===== src/srgb_to_cielab_unit_assert.svh =====
// assertion macros shared by the conversion pipeline
`ifndef SRGB_TO_CIELAB_UNIT_ASSERT_SVH
`define SRGB_TO_CIELAB_UNIT_ASSERT_SVH

`ifndef NO_ASSERTIONS

`define S2LAB_ASSERT_ALWAYS(label, cond) \
    label: assert property (@(posedge clk) disable iff (!rst_n) (cond)) \
        else $error("s2lab check failed");

`define S2LAB_ASSERT_IMPLY(label, pre, post) \
    label: assert property (@(posedge clk) disable iff (!rst_n) (pre) |-> (post)) \
        else $error("s2lab check failed");

`else

`define S2LAB_ASSERT_ALWAYS(label, cond)

`define S2LAB_ASSERT_IMPLY(label, pre, post)

`endif

`endif


===== src/s2lab_pkg.sv =====
`default_nettype none

package s2lab_pkg;

    localparam int LANES     = 3;
    localparam int LIN_W     = 31;
    localparam int COEF_W    = 17;
    localparam int SUM_W     = 47;
    localparam int WHITE_W   = 18;
    localparam int F_W       = 26;
    localparam int CFG_IDX_W = 2;

    localparam logic [CFG_IDX_W-1:0] REG_WHITE_X = 2'd0;
    localparam logic [CFG_IDX_W-1:0] REG_WHITE_Y = 2'd1;
    localparam logic [CFG_IDX_W-1:0] REG_WHITE_Z = 2'd2;

    localparam logic [WHITE_W-1:0] WHITE_X_RST = 18'd95047;
    localparam logic [WHITE_W-1:0] WHITE_Y_RST = 18'd100000;
    localparam logic [WHITE_W-1:0] WHITE_Z_RST = 18'd108883;

    typedef logic [LIN_W-1:0]   lin_t;
    typedef logic [COEF_W-1:0]  coef_t;
    typedef logic [SUM_W-1:0]   sum_t;
    typedef logic [WHITE_W-1:0] white_t;
    typedef logic [F_W-1:0]     cie_f_t;
    typedef lin_t lin_lut_t [256];

    // matrix rows in ten-thousandths, scaled by ten
    localparam coef_t MAT_COEF [LANES][LANES] = '{
        '{17'd41240, 17'd35760, 17'd18050},
        '{17'd21260, 17'd71520, 17'd7220},
        '{17'd1930,  17'd11920, 17'd95050}
    };

    function automatic lin_t lin_value(input longint unsigned c);
        longint unsigned t;
        longint unsigned s;
        longint unsigned lo;
        longint unsigned hi;
        longint unsigned mid;
        longint unsigned q2;
        longint unsigned q4;
        longint unsigned p5;
        if (c * 64'd100000 <= 64'd1031475)
        begin
            return lin_t'((c * (64'd1 << 30) * 64'd100) / 64'd329460);
        end
        t  = ((64'd1000 * c + 64'd14025) * (64'd1 << 30)) / 64'd269025;
        s  = (t * t) >> 30;
        lo = 64'd0;
        hi = 64'd1 << 30;
        for (int i = 0; i < 32; i++)
        begin
            if (lo < hi)
            begin
                mid = (lo + hi + 64'd1) >> 1;
                q2  = (mid * mid) >> 30;
                q4  = (q2 * q2) >> 30;
                p5  = (q4 * mid) >> 30;
                if (p5 <= s)
                begin
                    lo = mid;
                end
                else
                begin
                    hi = mid - 64'd1;
                end
            end
        end
        return lin_t'((s * lo) >> 30);
    endfunction

    function automatic lin_lut_t build_lin_lut();
        lin_lut_t lut;
        for (int c = 0; c < 256; c++)
        begin
            lut[c] = lin_value(longint'(c));
        end
        return lut;
    endfunction

    // srgb transfer curve, q30
    localparam lin_lut_t LIN_LUT = build_lin_lut();

endpackage

`default_nettype wire


===== src/s2lab_output.sv =====
`default_nettype none

module s2lab_output
    import s2lab_pkg::*;
(
    input  logic                   clk,
    input  logic                   rst_n,
    input  logic                   in_valid,
    output logic                   in_stall,
    input  cie_f_t [LANES-1:0]     f,
    output logic                   out_valid,
    input  logic                   out_stall,
    output logic [13:0]            lightness,
    output logic signed [14:0]     green_red,
    output logic signed [14:0]     blue_yellow
);

    localparam int STAGES = 2;
    localparam int LP_W   = 40;
    localparam int AP_W   = 43;

    localparam logic [LP_W-1:0]          L_SCALE   = 40'd11600;
    localparam logic signed [AP_W-1:0]   A_SCALE   = 43'sd50000;
    localparam logic signed [AP_W-1:0]   B_SCALE   = 43'sd20000;
    localparam logic [LP_W-1:0]          L_HALF    = 40'd524288;
    localparam logic signed [AP_W:0]     AB_HALF   = 44'sd524288;
    localparam logic signed [21:0]       L_OFFSET  = 22'sd1600;
    localparam logic signed [21:0]       L_MAX     = 22'sd10000;
    localparam logic signed [23:0]       AB_MIN    = -24'sd12800;
    localparam logic signed [23:0]       AB_MAX    = 24'sd12799;

    logic [STAGES-1:0] valid_reg;
    logic [STAGES-1:0] valid_in;
    logic [STAGES:0]   adv;

    logic signed [F_W:0]    dx;
    logic signed [F_W:0]    dz;
    logic [LP_W-1:0]        lp_next;
    logic [LP_W-1:0]        lp_reg;
    logic signed [AP_W-1:0] ap_next;
    logic signed [AP_W-1:0] ap_reg;
    logic signed [AP_W-1:0] bp_next;
    logic signed [AP_W-1:0] bp_reg;
    logic [20:0]            l_round;
    logic signed [21:0]     l_shift;
    logic signed [23:0]     a_round;
    logic signed [23:0]     b_round;
    logic [13:0]            lightness_next;
    logic [13:0]            lightness_reg;
    logic signed [14:0]     green_red_next;
    logic signed [14:0]     green_red_reg;
    logic signed [14:0]     blue_yellow_next;
    logic signed [14:0]     blue_yellow_reg;

    function automatic logic signed [14:0] sat_ab(input logic signed [23:0] v);
        if (v < AB_MIN)
        begin
            return 15'(AB_MIN);
        end
        if (v > AB_MAX)
        begin
            return 15'(AB_MAX);
        end
        return 15'(v);
    endfunction

    always_comb
    begin
        adv[STAGES] = !out_stall;
        for (int s = STAGES - 1; s >= 0; s--)
        begin
            adv[s] = !valid_reg[s] || adv[s+1];
        end
    end

    assign valid_in    = {valid_reg[STAGES-2:0], in_valid};
    assign in_stall    = !adv[0];
    assign out_valid   = valid_reg[STAGES-1];
    assign lightness   = lightness_reg;
    assign green_red   = green_red_reg;
    assign blue_yellow = blue_yellow_reg;

    always_comb
    begin
        dx      = $signed({1'b0, f[0]}) - $signed({1'b0, f[1]});
        dz      = $signed({1'b0, f[1]}) - $signed({1'b0, f[2]});
        lp_next = LP_W'(f[1]) * L_SCALE;
        ap_next = AP_W'(dx) * A_SCALE;
        bp_next = AP_W'(dz) * B_SCALE;
    end

    // round half up in q20, then saturate
    always_comb
    begin
        l_round = 21'((lp_reg + L_HALF) >> 20);
        l_shift = $signed({1'b0, l_round}) - L_OFFSET;
        a_round = 24'(((AP_W + 1)'(ap_reg) + AB_HALF) >>> 20);
        b_round = 24'(((AP_W + 1)'(bp_reg) + AB_HALF) >>> 20);
        if (l_shift < 0)
        begin
            lightness_next = '0;
        end
        else if (l_shift > L_MAX)
        begin
            lightness_next = 14'(L_MAX);
        end
        else
        begin
            lightness_next = 14'(l_shift);
        end
        green_red_next   = sat_ab(a_round);
        blue_yellow_next = sat_ab(b_round);
    end

    always_ff @(posedge clk or negedge rst_n)
    begin
        if (!rst_n)
        begin
            valid_reg <= '0;
        end
        else
        begin
            for (int s = 0; s < STAGES; s++)
            begin
                if (adv[s])
                begin
                    valid_reg[s] <= valid_in[s];
                end
            end
        end
    end

    always_ff @(posedge clk)
    begin
        if (adv[0])
        begin
            lp_reg <= lp_next;
            ap_reg <= ap_next;
            bp_reg <= bp_next;
        end
        if (adv[1])
        begin
            lightness_reg   <= lightness_next;
            green_red_reg   <= green_red_next;
            blue_yellow_reg <= blue_yellow_next;
        end
    end

endmodule

`default_nettype wire


===== config.mk =====
export PLATFORM = sky130hd
export DESIGN_NAME = s2lab_output
export DESIGN_NICKNAME = d
export VERILOG_FILES = /design/src/srgb_to_cielab_unit_assert.svh /design/src/s2lab_pkg.sv /design/src/s2lab_output.sv
export SDC_FILE = /design/constraint.sdc
export NUM_CORES = 1
export LEC_CHECK = 0
export BUFFER_PORTS_ARGS = -buffer_cell sky130_fd_sc_hd__buf_2
export CAP_MARGIN = 30
export CORE_AREA = 2 2 149 296
export DETAILED_ROUTE_END_ITERATION = 6
export DIE_AREA = 0 0 151 298
export GPL_ROUTABILITY_DRIVEN = 1
export PLACE_DENSITY = 0.72
export RECOVER_POWER = 25
export SYNTH_ARGS = -nofsm -noshare
export SYNTH_HDL_FRONTEND = slang
export SYNTH_SLANG_ARGS = --single-unit

===== constraint.sdc =====
create_clock -name clk -period 7.1 [get_ports clk]
set_input_delay 0.355 -clock clk [delete_from_list [all_inputs] [get_ports clk]]
set_output_delay 0.355 -clock clk [all_outputs]
set_load 0.01 [all_outputs]

Word-level counts from Yosys, hierarchy flattened
Index checks and enable logic that the tools add are counted.

operators by class
  multipliers = 3
  add/sub/neg operators = 6
  mux-type cells = 15
  order comparisons = 6
  reduce and logical (&&, ||, !) cells = 7

operator list
  operator                number
  $mux 15                 8
  $add 43x21->44 const B  2
  $sub 26x26->27          2
  $gt 24x15->1 const B    2
  $lt 24x15->1 const B    2
  $add 40x20->40 const B  1
  $mul 27x13->39 const B  1
  $mul 27x11->38 const B  1
  $mul 26x10->36 const B  1
  $gt 21x15->1 const B    1
  $lt 21x1->1 const B     1
  $sub 20x11->21 const B  1
  $mux 14                 1
  $mux 1                  6
  $logic_not 1->1         4
  $logic_or 1x1->1        2
  $reduce_or 2->1         1

storage, ports and cells
  logic and storage cells = 46
  output and inout port bits = 46
  register bits after elaboration = 159
  bits of input ports = 82

Longest topological paths before layout
Gate-level depths: netlist (run 1).

  depth after elaboration = 6
  mapped depth = 32
  gate-level depth less buffers = 32

Least setup slack after synthesis (run 1)
OpenSTA, ideal clock, no wires.

  path type = input port to flip-flop
  start = in f[27] in the netlist's numbering
  end = reg ap_reg[42], data pin
  path slack = 0.031 ns
  setup time = 0.263 ns
  data arrival time = 6.806 ns
  path buffers = 0
  required time = 6.837 ns
  stages = 29
  cell sequence = inv_1 > ha_1 > nor2b_1 > o21a_1 > o21ai_1 > a21oi_1 > a311o_1 > a2111o_1 > and3_1 > nor2_1 > ha_1 > ha_1 > inv_1 > fa_1 > inv_1 > fa_1 > inv_1 > fa_1 > inv_1 > ha_1 > and3_1 > a221oi_1 > o211ai_1 > a311oi_1 > nor3_1 > nor2_1 > o21ai_0 > a311oi_1 > xnor2_1

on the way
  longest elaborated chain between the ends = 2

RTL lines
  what                  RTL line             RTL
  from (decl)           s2lab_output.sv:10   input cie_f_t [LANES-1:0] f,
  $sub 26x26->27        s2lab_output.sv:85   dx = $signed({1'b0, f[0]}) - $signed({1'b0, f[1]});
  $mul 27x13->39        s2lab_output.sv:88   ap_next = AP_W'(dx) * A_SCALE;
  via ap_next[42]       s2lab_output.sv:40   logic signed [AP_W-1:0] ap_next;
  to (signal assigned)  s2lab_output.sv:138  ap_reg <= ap_next;
  to (decl)             s2lab_output.sv:41   logic signed [AP_W-1:0] ap_reg;

The timed path passes the listed nets, and every way through them passes these cells.
A chain may end at the register's enable or synchronous reset.

Final worst setup path (run 1)
  start = in f[27] in the netlist's numbering
  end = reg bp_reg[39], data pin

on the way
  longest elaborated chain between the ends = 2

RTL lines
  what                  RTL line             RTL
  $sub 26x26->27        s2lab_output.sv:86   dz = $signed({1'b0, f[1]}) - $signed({1'b0, f[2]});
  $mul 27x11->38        s2lab_output.sv:89   bp_next = AP_W'(dz) * B_SCALE;
  via bp_next[39]       s2lab_output.sv:42   logic signed [AP_W-1:0] bp_next;
  to (signal assigned)  s2lab_output.sv:139  bp_reg <= bp_next;
  to (decl)             s2lab_output.sv:43   logic signed [AP_W-1:0] bp_reg;

The timed path passes the listed nets, and every way through them passes these cells.

==> results.rst, run 1 <==
.. list-table::
   :header-rows: 1

   * - Metric
     - Value
   * - DRC
     - 0
   * - Die height
     - slightly below 300 um
   * - Die Footprint
     - 45000 um^2
   * - Hold wc startpoint
     - in_valid
   * - Fraction of final layout cells with drive strength greater than 1
     - between 15 and 20%
   * - Final hold violations
     - 0
   * - Clock tree from TritonCTS
     - yes
   * - RSZ-0062 raised after global routing
     - yes
   * - CTS HTree Levels
     - 4
   * - Half-perimeter wire length after placement
     - 56500 um
   * - Fmax
     - 145 MHz
   * - Result of the run
     - finished with violations
   * - Width of the die
     - about 150 um
   * - Crit Reg-Reg Startpoint
     - lp_reg[22]$_DFFE_PN_
   * - Time the worst path needs with I/O delays and setup
     - 6.92 ns
   * - Slew Limit Fails
     - 67
   * - Tightest Hold Check Type
     - in -> reg
   * - Synth warn
     - 0
   * - Synth async-reset ratio
     - 1.74%
   * - Top-level I/O count
     - 128
   * - Violations in the final reports
     - capacitance limit, slew limit
   * - CP Data Arrival Time
     - 7.10 ns
   * - Portion of the clock cycle consumed by the worst path in the final layout
     - a little over nine tenths
   * - Effective utilization at floorplan
     - 54.5%
   * - Minimum setup slack after placement
     - -0.591 ns
   * - Avg Vias per Cell
     - 5.52
   * - Critical path data required time
     - 7.28 ns
   * - Synthesized area per cell
     - roughly 9.3 um^2
   * - Post-Synthesis Net Count
     - 3258
   * - Routed wire length per instance
     - 18.4 um
   * - Antenna Nets Post-Route
     - 0
   * - Area of the core
     - 42600 um^2
   * - Wirelength, routed
     - 63700 um
   * - Placer's final routability congestion estimate
     - 1.05
   * - Clock insertion delay at the later pin of the skew report
     - 0.43 ns
   * - Setup TNS
     - 0 ns
   * - Fraction of met2 tracks used by global routing
     - between 50% and 60%
   * - Final-layout worst hold slack
     - 0.118 ns
   * - Met3 Use GR
     - 3.12%
   * - Port Buf Inserts
     - about 130
   * - Post-Synthesis Cells
     - 2486
   * - Area overhead of the layout relative to synthesis
     - 18.6%
   * - Transition time at the pin with the least slew margin
     - 3.53 ns
   * - Layout net count
     - 3663
   * - Post-synthesis sequential element count
     - 115
   * - Setup violation total in the final timing report
     - 0
   * - Total GRT Usage
     - 28.8%
   * - Distinct cell type count of the synthesized netlist
     - 90
   * - Maximum number of pins on one net before global-route repair
     - 72
   * - Number of detailed-routing iterations run before antenna repair
     - 5
   * - Launch point of the worst path
     - f[27]
   * - Worst setup path class
     - in -> reg
   * - Synthesized area
     - 23200 um^2
   * - Non-filler cells in the finished layout
     - 3453
   * - Portion of the post-synthesis area used by sequential elements
     - 14.8%
   * - Post-synth EDFFs
     - 113
   * - Antenna violations before repair
     - 4
   * - Clk_skew
     - 0.0105 ns
   * - Fillcell total
     - between 3000 and 4000
   * - Total CTS buffers
     - 17
   * - Endpoint type of the worst setup path
     - flip-flop
   * - Largest fanout of any net on the critical path
     - 4
   * - DP Cell Count
     - 3408
   * - Clock root buffer
     - sky130_fd_sc_hd__clkbuf_16
   * - Kind of start point of the critical path
     - input port
   * - Top flip-flop cell by instance count after synthesis
     - sky130_fd_sc_hd__edfxtp_1
   * - Vias in the first global route
     - slightly above 20000
   * - Rel. slew slack
     - -135%
   * - Global-route wire length before repair
     - between 100000 and 150000 um
   * - Core Rows
     - 107
   * - Count of maximum capacitance violations
     - 1
   * - Vias after detailed routing
     - ~19000
   * - Global routing usage on met1
     - around a quarter
   * - Layer with the highest usage
     - met2
   * - Min setup slack post-route
     - between 0.15 and 0.2 ns
   * - Number of buffers on the longest clock path
     - 2
   * - Number of clock sinks
     - around 120
   * - Final global-route overflow total
     - 0
   * - Initial DRC count
     - 690
   * - Clock-pin slew reported for the worst setup and hold paths after clock tree synthesis
     - 0.06 ns
## cells in the mapped netlist, types with 4 or more instances
library cell	number	area share [%]
sky130_fd_sc_hd__a211o_1	7	0.26
sky130_fd_sc_hd__a211oi_1	21	0.68
sky130_fd_sc_hd__a21o_1	46	1.5
sky130_fd_sc_hd__a21oi_1	139	3.0
sky130_fd_sc_hd__a311oi_1	5	0.19
sky130_fd_sc_hd__a31oi_1	11	0.30
sky130_fd_sc_hd__and2_1	14	0.38
sky130_fd_sc_hd__and3_1	27	0.73
sky130_fd_sc_hd__and4_1	7	0.26
sky130_fd_sc_hd__buf_2	10	0.22
sky130_fd_sc_hd__clkbuf_1	19	0.31
sky130_fd_sc_hd__edfxtp_1	113	15
sky130_fd_sc_hd__fa_1	260	22
sky130_fd_sc_hd__ha_1	430	23
sky130_fd_sc_hd__inv_1	574	9.3
sky130_fd_sc_hd__mux2i_1	9	0.39
sky130_fd_sc_hd__nand2_1	91	1.5
sky130_fd_sc_hd__nand2b_1	18	0.49
sky130_fd_sc_hd__nand3_1	56	1.2
sky130_fd_sc_hd__nand3b_1	7	0.23
sky130_fd_sc_hd__nand4_1	16	0.43
sky130_fd_sc_hd__nor2_1	109	1.8
sky130_fd_sc_hd__nor2b_1	25	0.67
sky130_fd_sc_hd__nor3_1	43	0.93
sky130_fd_sc_hd__nor4b_1	6	0.23
sky130_fd_sc_hd__o2111ai_1	4	0.15
sky130_fd_sc_hd__o211a_1	5	0.22
sky130_fd_sc_hd__o211ai_1	11	0.36
sky130_fd_sc_hd__o21a_1	26	0.84
sky130_fd_sc_hd__o21ai_0	75	1.6
sky130_fd_sc_hd__o21bai_1	12	0.39
sky130_fd_sc_hd__o22ai_1	5	0.13
sky130_fd_sc_hd__o31a_1	5	0.19
sky130_fd_sc_hd__o31ai_1	14	0.45
sky130_fd_sc_hd__or2_2	10	0.27
sky130_fd_sc_hd__or3_1	10	0.27
sky130_fd_sc_hd__or4_1	4	0.13
sky130_fd_sc_hd__xnor2_1	115	4.3
sky130_fd_sc_hd__xor2_1	49	1.8
## area by class of cell
class | instances | area [um^2] | area share [%]
Multi-Input combinational cell | 1764 | 17800 | 64.7
Clock inverter | 15 | 195 | 0.710
Inverter | 575 | 2160 | 7.85
Sequential cell | 115 | 3440 | 12.5
Antenna cell | 4 | 10.0 | 0.0364
Clock buffer | 17 | 425 | 1.55
Tap cell | 545 | 682 | 2.48
Timing Repair Buffer | 418 | 2800 | 10.2
## repair_timing
item,4_1_cts,5_1_grt
hold buffers,1,0
endpoints found under the setup margin,6,27
pin swaps,1,33
setup buffers,0,6
resized for setup,6,66
hold endpoints to repair,2,0
## cells by family after synthesis
kind of cell,after synthesis,share of synthesized area [%]
DFF,115,14.8
AOI/OAI and AO/OA,426,12.0
xor gates and xnor gates,164,6.19
adders and majority gates,690,45.6
muxes,11,0.485
and+or+nand+nor,473,10.9
buffers and inverters,607,9.91
## placed cells by master (no fill, tap or decap), types with 55 or more instances in the layout
cell type                  instances
sky130_fd_sc_hd__xnor2_1         108
sky130_fd_sc_hd__o21ai_0          67
sky130_fd_sc_hd__ha_1            425
sky130_fd_sc_hd__buf_4           288
sky130_fd_sc_hd__edfxtp_1        113
sky130_fd_sc_hd__nor2_1          106
sky130_fd_sc_hd__inv_1           572
sky130_fd_sc_hd__fa_1            258
sky130_fd_sc_hd__nand2_1          91
sky130_fd_sc_hd__buf_2           103
sky130_fd_sc_hd__nand3_1          55
sky130_fd_sc_hd__a21oi_1         127
## stage by stage
stage | area, um^2 | utilization, %
floorplan | 23200 | -
global placement | 26500 | 62.3
detailed placement | 26500 | 62.3
CTS | 27200 | 63.8
global route | 27500 | 64.6
finish | 27500 | 64.6
## path summary, 6_finish.rpt
kind,end,slack [ns],cells after the start
hold / removal,valid_reg[0]$_DFFE_PN0N_,0.12,2
hold reg to reg,valid_reg[1]$_DFFE_PN0P_,0.48,1
max in group asynchronous,valid_reg[1]$_DFFE_PN0P_,6.74,2
min in group asynchronous,valid_reg[0]$_DFFE_PN0N_,0.23,2
setup / recovery,bp_reg[39]$_DFFE_PN_,0.18,26
setup reg to reg,lightness[2]$_SDFFCE_PP0P_,3.15,13
## critical path, cell delays in order
cell and delay [ns]:
sky130_fd_sc_hd__buf_2 0.11, sky130_fd_sc_hd__buf_4 0.15, sky130_fd_sc_hd__ha_1 0.28, sky130_fd_sc_hd__nor2b_1 0.12, sky130_fd_sc_hd__o21ai_0 0.20, sky130_fd_sc_hd__a211oi_1 0.14
sky130_fd_sc_hd__o41a_1 0.44, sky130_fd_sc_hd__o211ai_1 0.28, sky130_fd_sc_hd__a21oi_1 0.14, sky130_fd_sc_hd__buf_4 0.17, sky130_fd_sc_hd__nor3_1 0.69, sky130_fd_sc_hd__ha_1 0.37
sky130_fd_sc_hd__ha_1 0.31, sky130_fd_sc_hd__fa_1 0.51, sky130_fd_sc_hd__fa_1 0.55, sky130_fd_sc_hd__inv_1 0.06, sky130_fd_sc_hd__fa_1 0.53, sky130_fd_sc_hd__inv_1 0.05
sky130_fd_sc_hd__ha_1 0.33, sky130_fd_sc_hd__inv_1 0.10, sky130_fd_sc_hd__o21bai_1 0.08, sky130_fd_sc_hd__a21oi_1 0.30, sky130_fd_sc_hd__a21oi_1 0.16, sky130_fd_sc_hd__or3b_4 0.43
sky130_fd_sc_hd__a21oi_2 0.17, sky130_fd_sc_hd__xnor2_1 0.08
## layer usage
layer / routed length [um] / share of wire [%]
met5: 23 / 0.036
met4: 5440 / 8.5
met2: 35700 / 56
met1: 20200 / 32
met3: 2270 / 3.6
Power of run 1 is not shown: default switching activity piles up to over one toggle a cycle in this logic, so the estimate is an artifact.
==> run 2: changes to the inputs <==
==> constraint.sdc (replaced) <==
create_clock -name clk -period 7.1 [get_ports clk]
set_input_delay 1.065 -clock clk [delete_from_list [all_inputs] [get_ports clk]]
set_output_delay 1.065 -clock clk [all_outputs]
set_load 0.01 [all_outputs]
==> results.rst, run 2 (synthesis results as in run 1) <==
.. list-table::
   :header-rows: 1

   * - Metric
     - Value
   * - Result of the run
     - finished with violations
   * - Violations in the final reports
     - capacitance limit, slew limit, setup timing
   * - Number of cells on the worst reg-to-reg path
     - 2
   * - Cts-stage hold buffer count
     - 0
   * - Wl on met1
     - roughly 21000 um
   * - Largest fanout of any net on the critical path
     - 4
   * - Tightest Hold Check Type
     - in -> async
   * - Fraction of final layout cells with drive strength greater than 1
     - 27.9%
   * - CP Data Arrival Time
     - 7.56 ns
   * - Critical-path cell with the highest stage delay
     - sky130_fd_sc_hd__fa_1
   * - Number of clock sinks
     - 115
   * - Rel. slew slack
     - -174%
   * - Minimum setup slack after placement
     - -0.999 ns
   * - Die Footprint
     - 45000 um^2
   * - Avg Vias per Cell
     - roughly 5.5
   * - Critical path data required time
     - about 7.3 ns
   * - Port Buf Inserts
     - 127
   * - Number of detailed-routing iterations run before antenna repair
     - 5
   * - Slew Limit Fails
     - 72
   * - DRC
     - 0
   * - Commonest non-fill, non-tap cell in the layout
     - sky130_fd_sc_hd__inv_1
   * - Total GRT Usage
     - 29.8%
   * - Maximum number of pins on one net before global-route repair
     - 72
   * - Half-perimeter wire length after placement
     - 57000 um
   * - Layout net count
     - between 3000 and 4000
   * - Endpoint type of the worst setup path
     - flip-flop
   * - Time the worst path needs with I/O delays and setup
     - 7.37 ns
   * - Placer's final routability congestion estimate
     - 0.943
   * - Vias after detailed routing
     - between 15000 and 20000
   * - Core Rows
     - 107
   * - Worst setup path class
     - in -> reg
   * - Clock insertion delay at the later pin of the skew report
     - approximately 0.44 ns
   * - Effective utilization at floorplan
     - 54.5%
   * - Met3 routed wirelength
     - slightly above 2000 um
   * - Final global-route overflow total
     - 0
   * - Antenna violations before repair
     - 5
   * - Antenna Nets Post-Route
     - 0
   * - Area of the core
     - 42600 um^2
   * - Kind of start point of the critical path
     - input port
   * - Fmax
     - ~140 MHz
   * - Wirelength, routed
     - 67300 um
   * - Flop-to-flop setup slack
     - 3.18 ns
   * - Setup TNS
     - -2.16 ns
   * - Total CTS buffers
     - 17
   * - Min setup slack post-route
     - -0.270 ns
   * - Top layer reached by signal wires
     - met5
   * - Global-route wire length before repair
     - 103000 um
   * - Crit Reg-Reg Startpoint
     - valid_reg[1]$_DFFE_PN0P_
   * - Most frequent cells in the layout
     - sky130_fd_sc_hd__inv_1 (534), sky130_fd_sc_hd__buf_4 (392), sky130_fd_sc_hd__ha_1 (360)
   * - Final hold violations
     - 0
   * - Count of maximum capacitance violations
     - 1
   * - Slowest stage delay, CP
     - 0.54 ns
   * - Clock-pin slew reported for the worst setup and hold paths after clock tree synthesis
     - 0.06 ns
   * - CTS HTree Levels
     - 4
   * - Terminus of the critical flop-to-flop path
     - ap_reg[23]$_DFFE_PN_
   * - Clk_skew
     - 0.0124 ns
   * - Routed wire length per instance
     - ~19 um
   * - DR WL met2
     - 38200 um
   * - RSZ-0062 raised after global routing
     - yes
   * - Vias in the first global route
     - 21300
   * - Final-layout worst hold slack
     - between 0.4 and 0.5 ns
   * - Die height
     - 298 um
   * - Number of buffers on the longest clock path
     - 2
   * - Transition time at the pin with the least slew margin
     - 4.12 ns
   * - Clock root buffer
     - sky130_fd_sc_hd__clkbuf_16
   * - Top-level I/O count
     - 128
   * - Initial DRC count
     - 719
   * - Width of the die
     - 151 um
   * - Area overhead of the layout relative to synthesis
     - 28.7%
   * - Setup violation total in the final timing report
     - 23
   * - Portion of the clock cycle consumed by the worst path in the final layout
     - 104%
   * - Clock tree from TritonCTS
     - yes
## run 2: cell types whose count changed in the layout (fill, tap and decap cells not counted), moves of 15 or more
cell / delta
sky130_fd_sc_hd__ha_4: +63
sky130_fd_sc_hd__clkbuf_1: -20
sky130_fd_sc_hd__buf_6: +15
sky130_fd_sc_hd__buf_4: +104
sky130_fd_sc_hd__ha_1: -65
sky130_fd_sc_hd__inv_1: -38
sky130_fd_sc_hd__a21oi_1: -21
sky130_fd_sc_hd__buf_2: +21
sky130_fd_sc_hd__inv_2: +35
## run 2: repair_timing
action                                  4_1_cts  5_1_grt
endpoints found under the setup margin       26       35
resized for setup                            62      153
buffers inserted                             13       34
pin swaps                                    48      179
## run 2: metal layers
layer  vias to the layer above  track usage, %
met3                       292            3.94
met5                         -               0
met2                       514            59.1
li1                       9342               -
met1                      9601            26.0
met4                         4            21.4
## run 2: area by class of cell
type / instances / area [um^2]
timing repair buffer: 536 / 3760
inverter: 575 / 2170
tap: 545 / 682
multi-input combinational: 1764 / 19200
clock buffer: 18 / 429
fill: 3095 / 12700
antenna: 4 / 10.0
clock inverter: 14 / 113
sequential: 115 / 3440
## run 2: worst max path at each step
stage | startpoint | to | cells after the start
after CTS | f[27] | ap_reg[36]$_DFFE_PN_ | 32
after detailed placement | f[0] | ap_reg[36]$_DFFE_PN_ | 33
after global placement | f[0] | ap_reg[42]$_DFFE_PN_ | 32
final | f[27] | ap_reg[42]$_DFFE_PN_ | 32
after global routing | f[27] | bp_reg[39]$_DFFE_PN_ | 33
after floorplan | f[0] | ap_reg[42]$_DFFE_PN_ | 30
## run 2: worst max-delay path, delay by kind of cell
family	cells	cell delay, ns
buffers and inverters	8	0.75
and+or+nand+nor	6	1.03
xor gates and xnor gates	3	0.48
adders and majority gates	6	2.33
AOI/OAI and AO/OA	9	1.85
## run 2: through the flow
| step | cell area, um^2 | util, % | instances |
|---|---|---|---|
| after floorplan | 23900 | - | 2486 |
| after global placement | 27800 | 65.2 | 3489 |
| after detailed placement | 27800 | 65.2 | 3489 |
| after CTS | 28800 | 67.5 | 3534 |
| after global routing | 29800 | 70.1 | 3570 |
| final | 29900 | 70.1 | 3571 |
Power of run 2 is left out for the same reason.
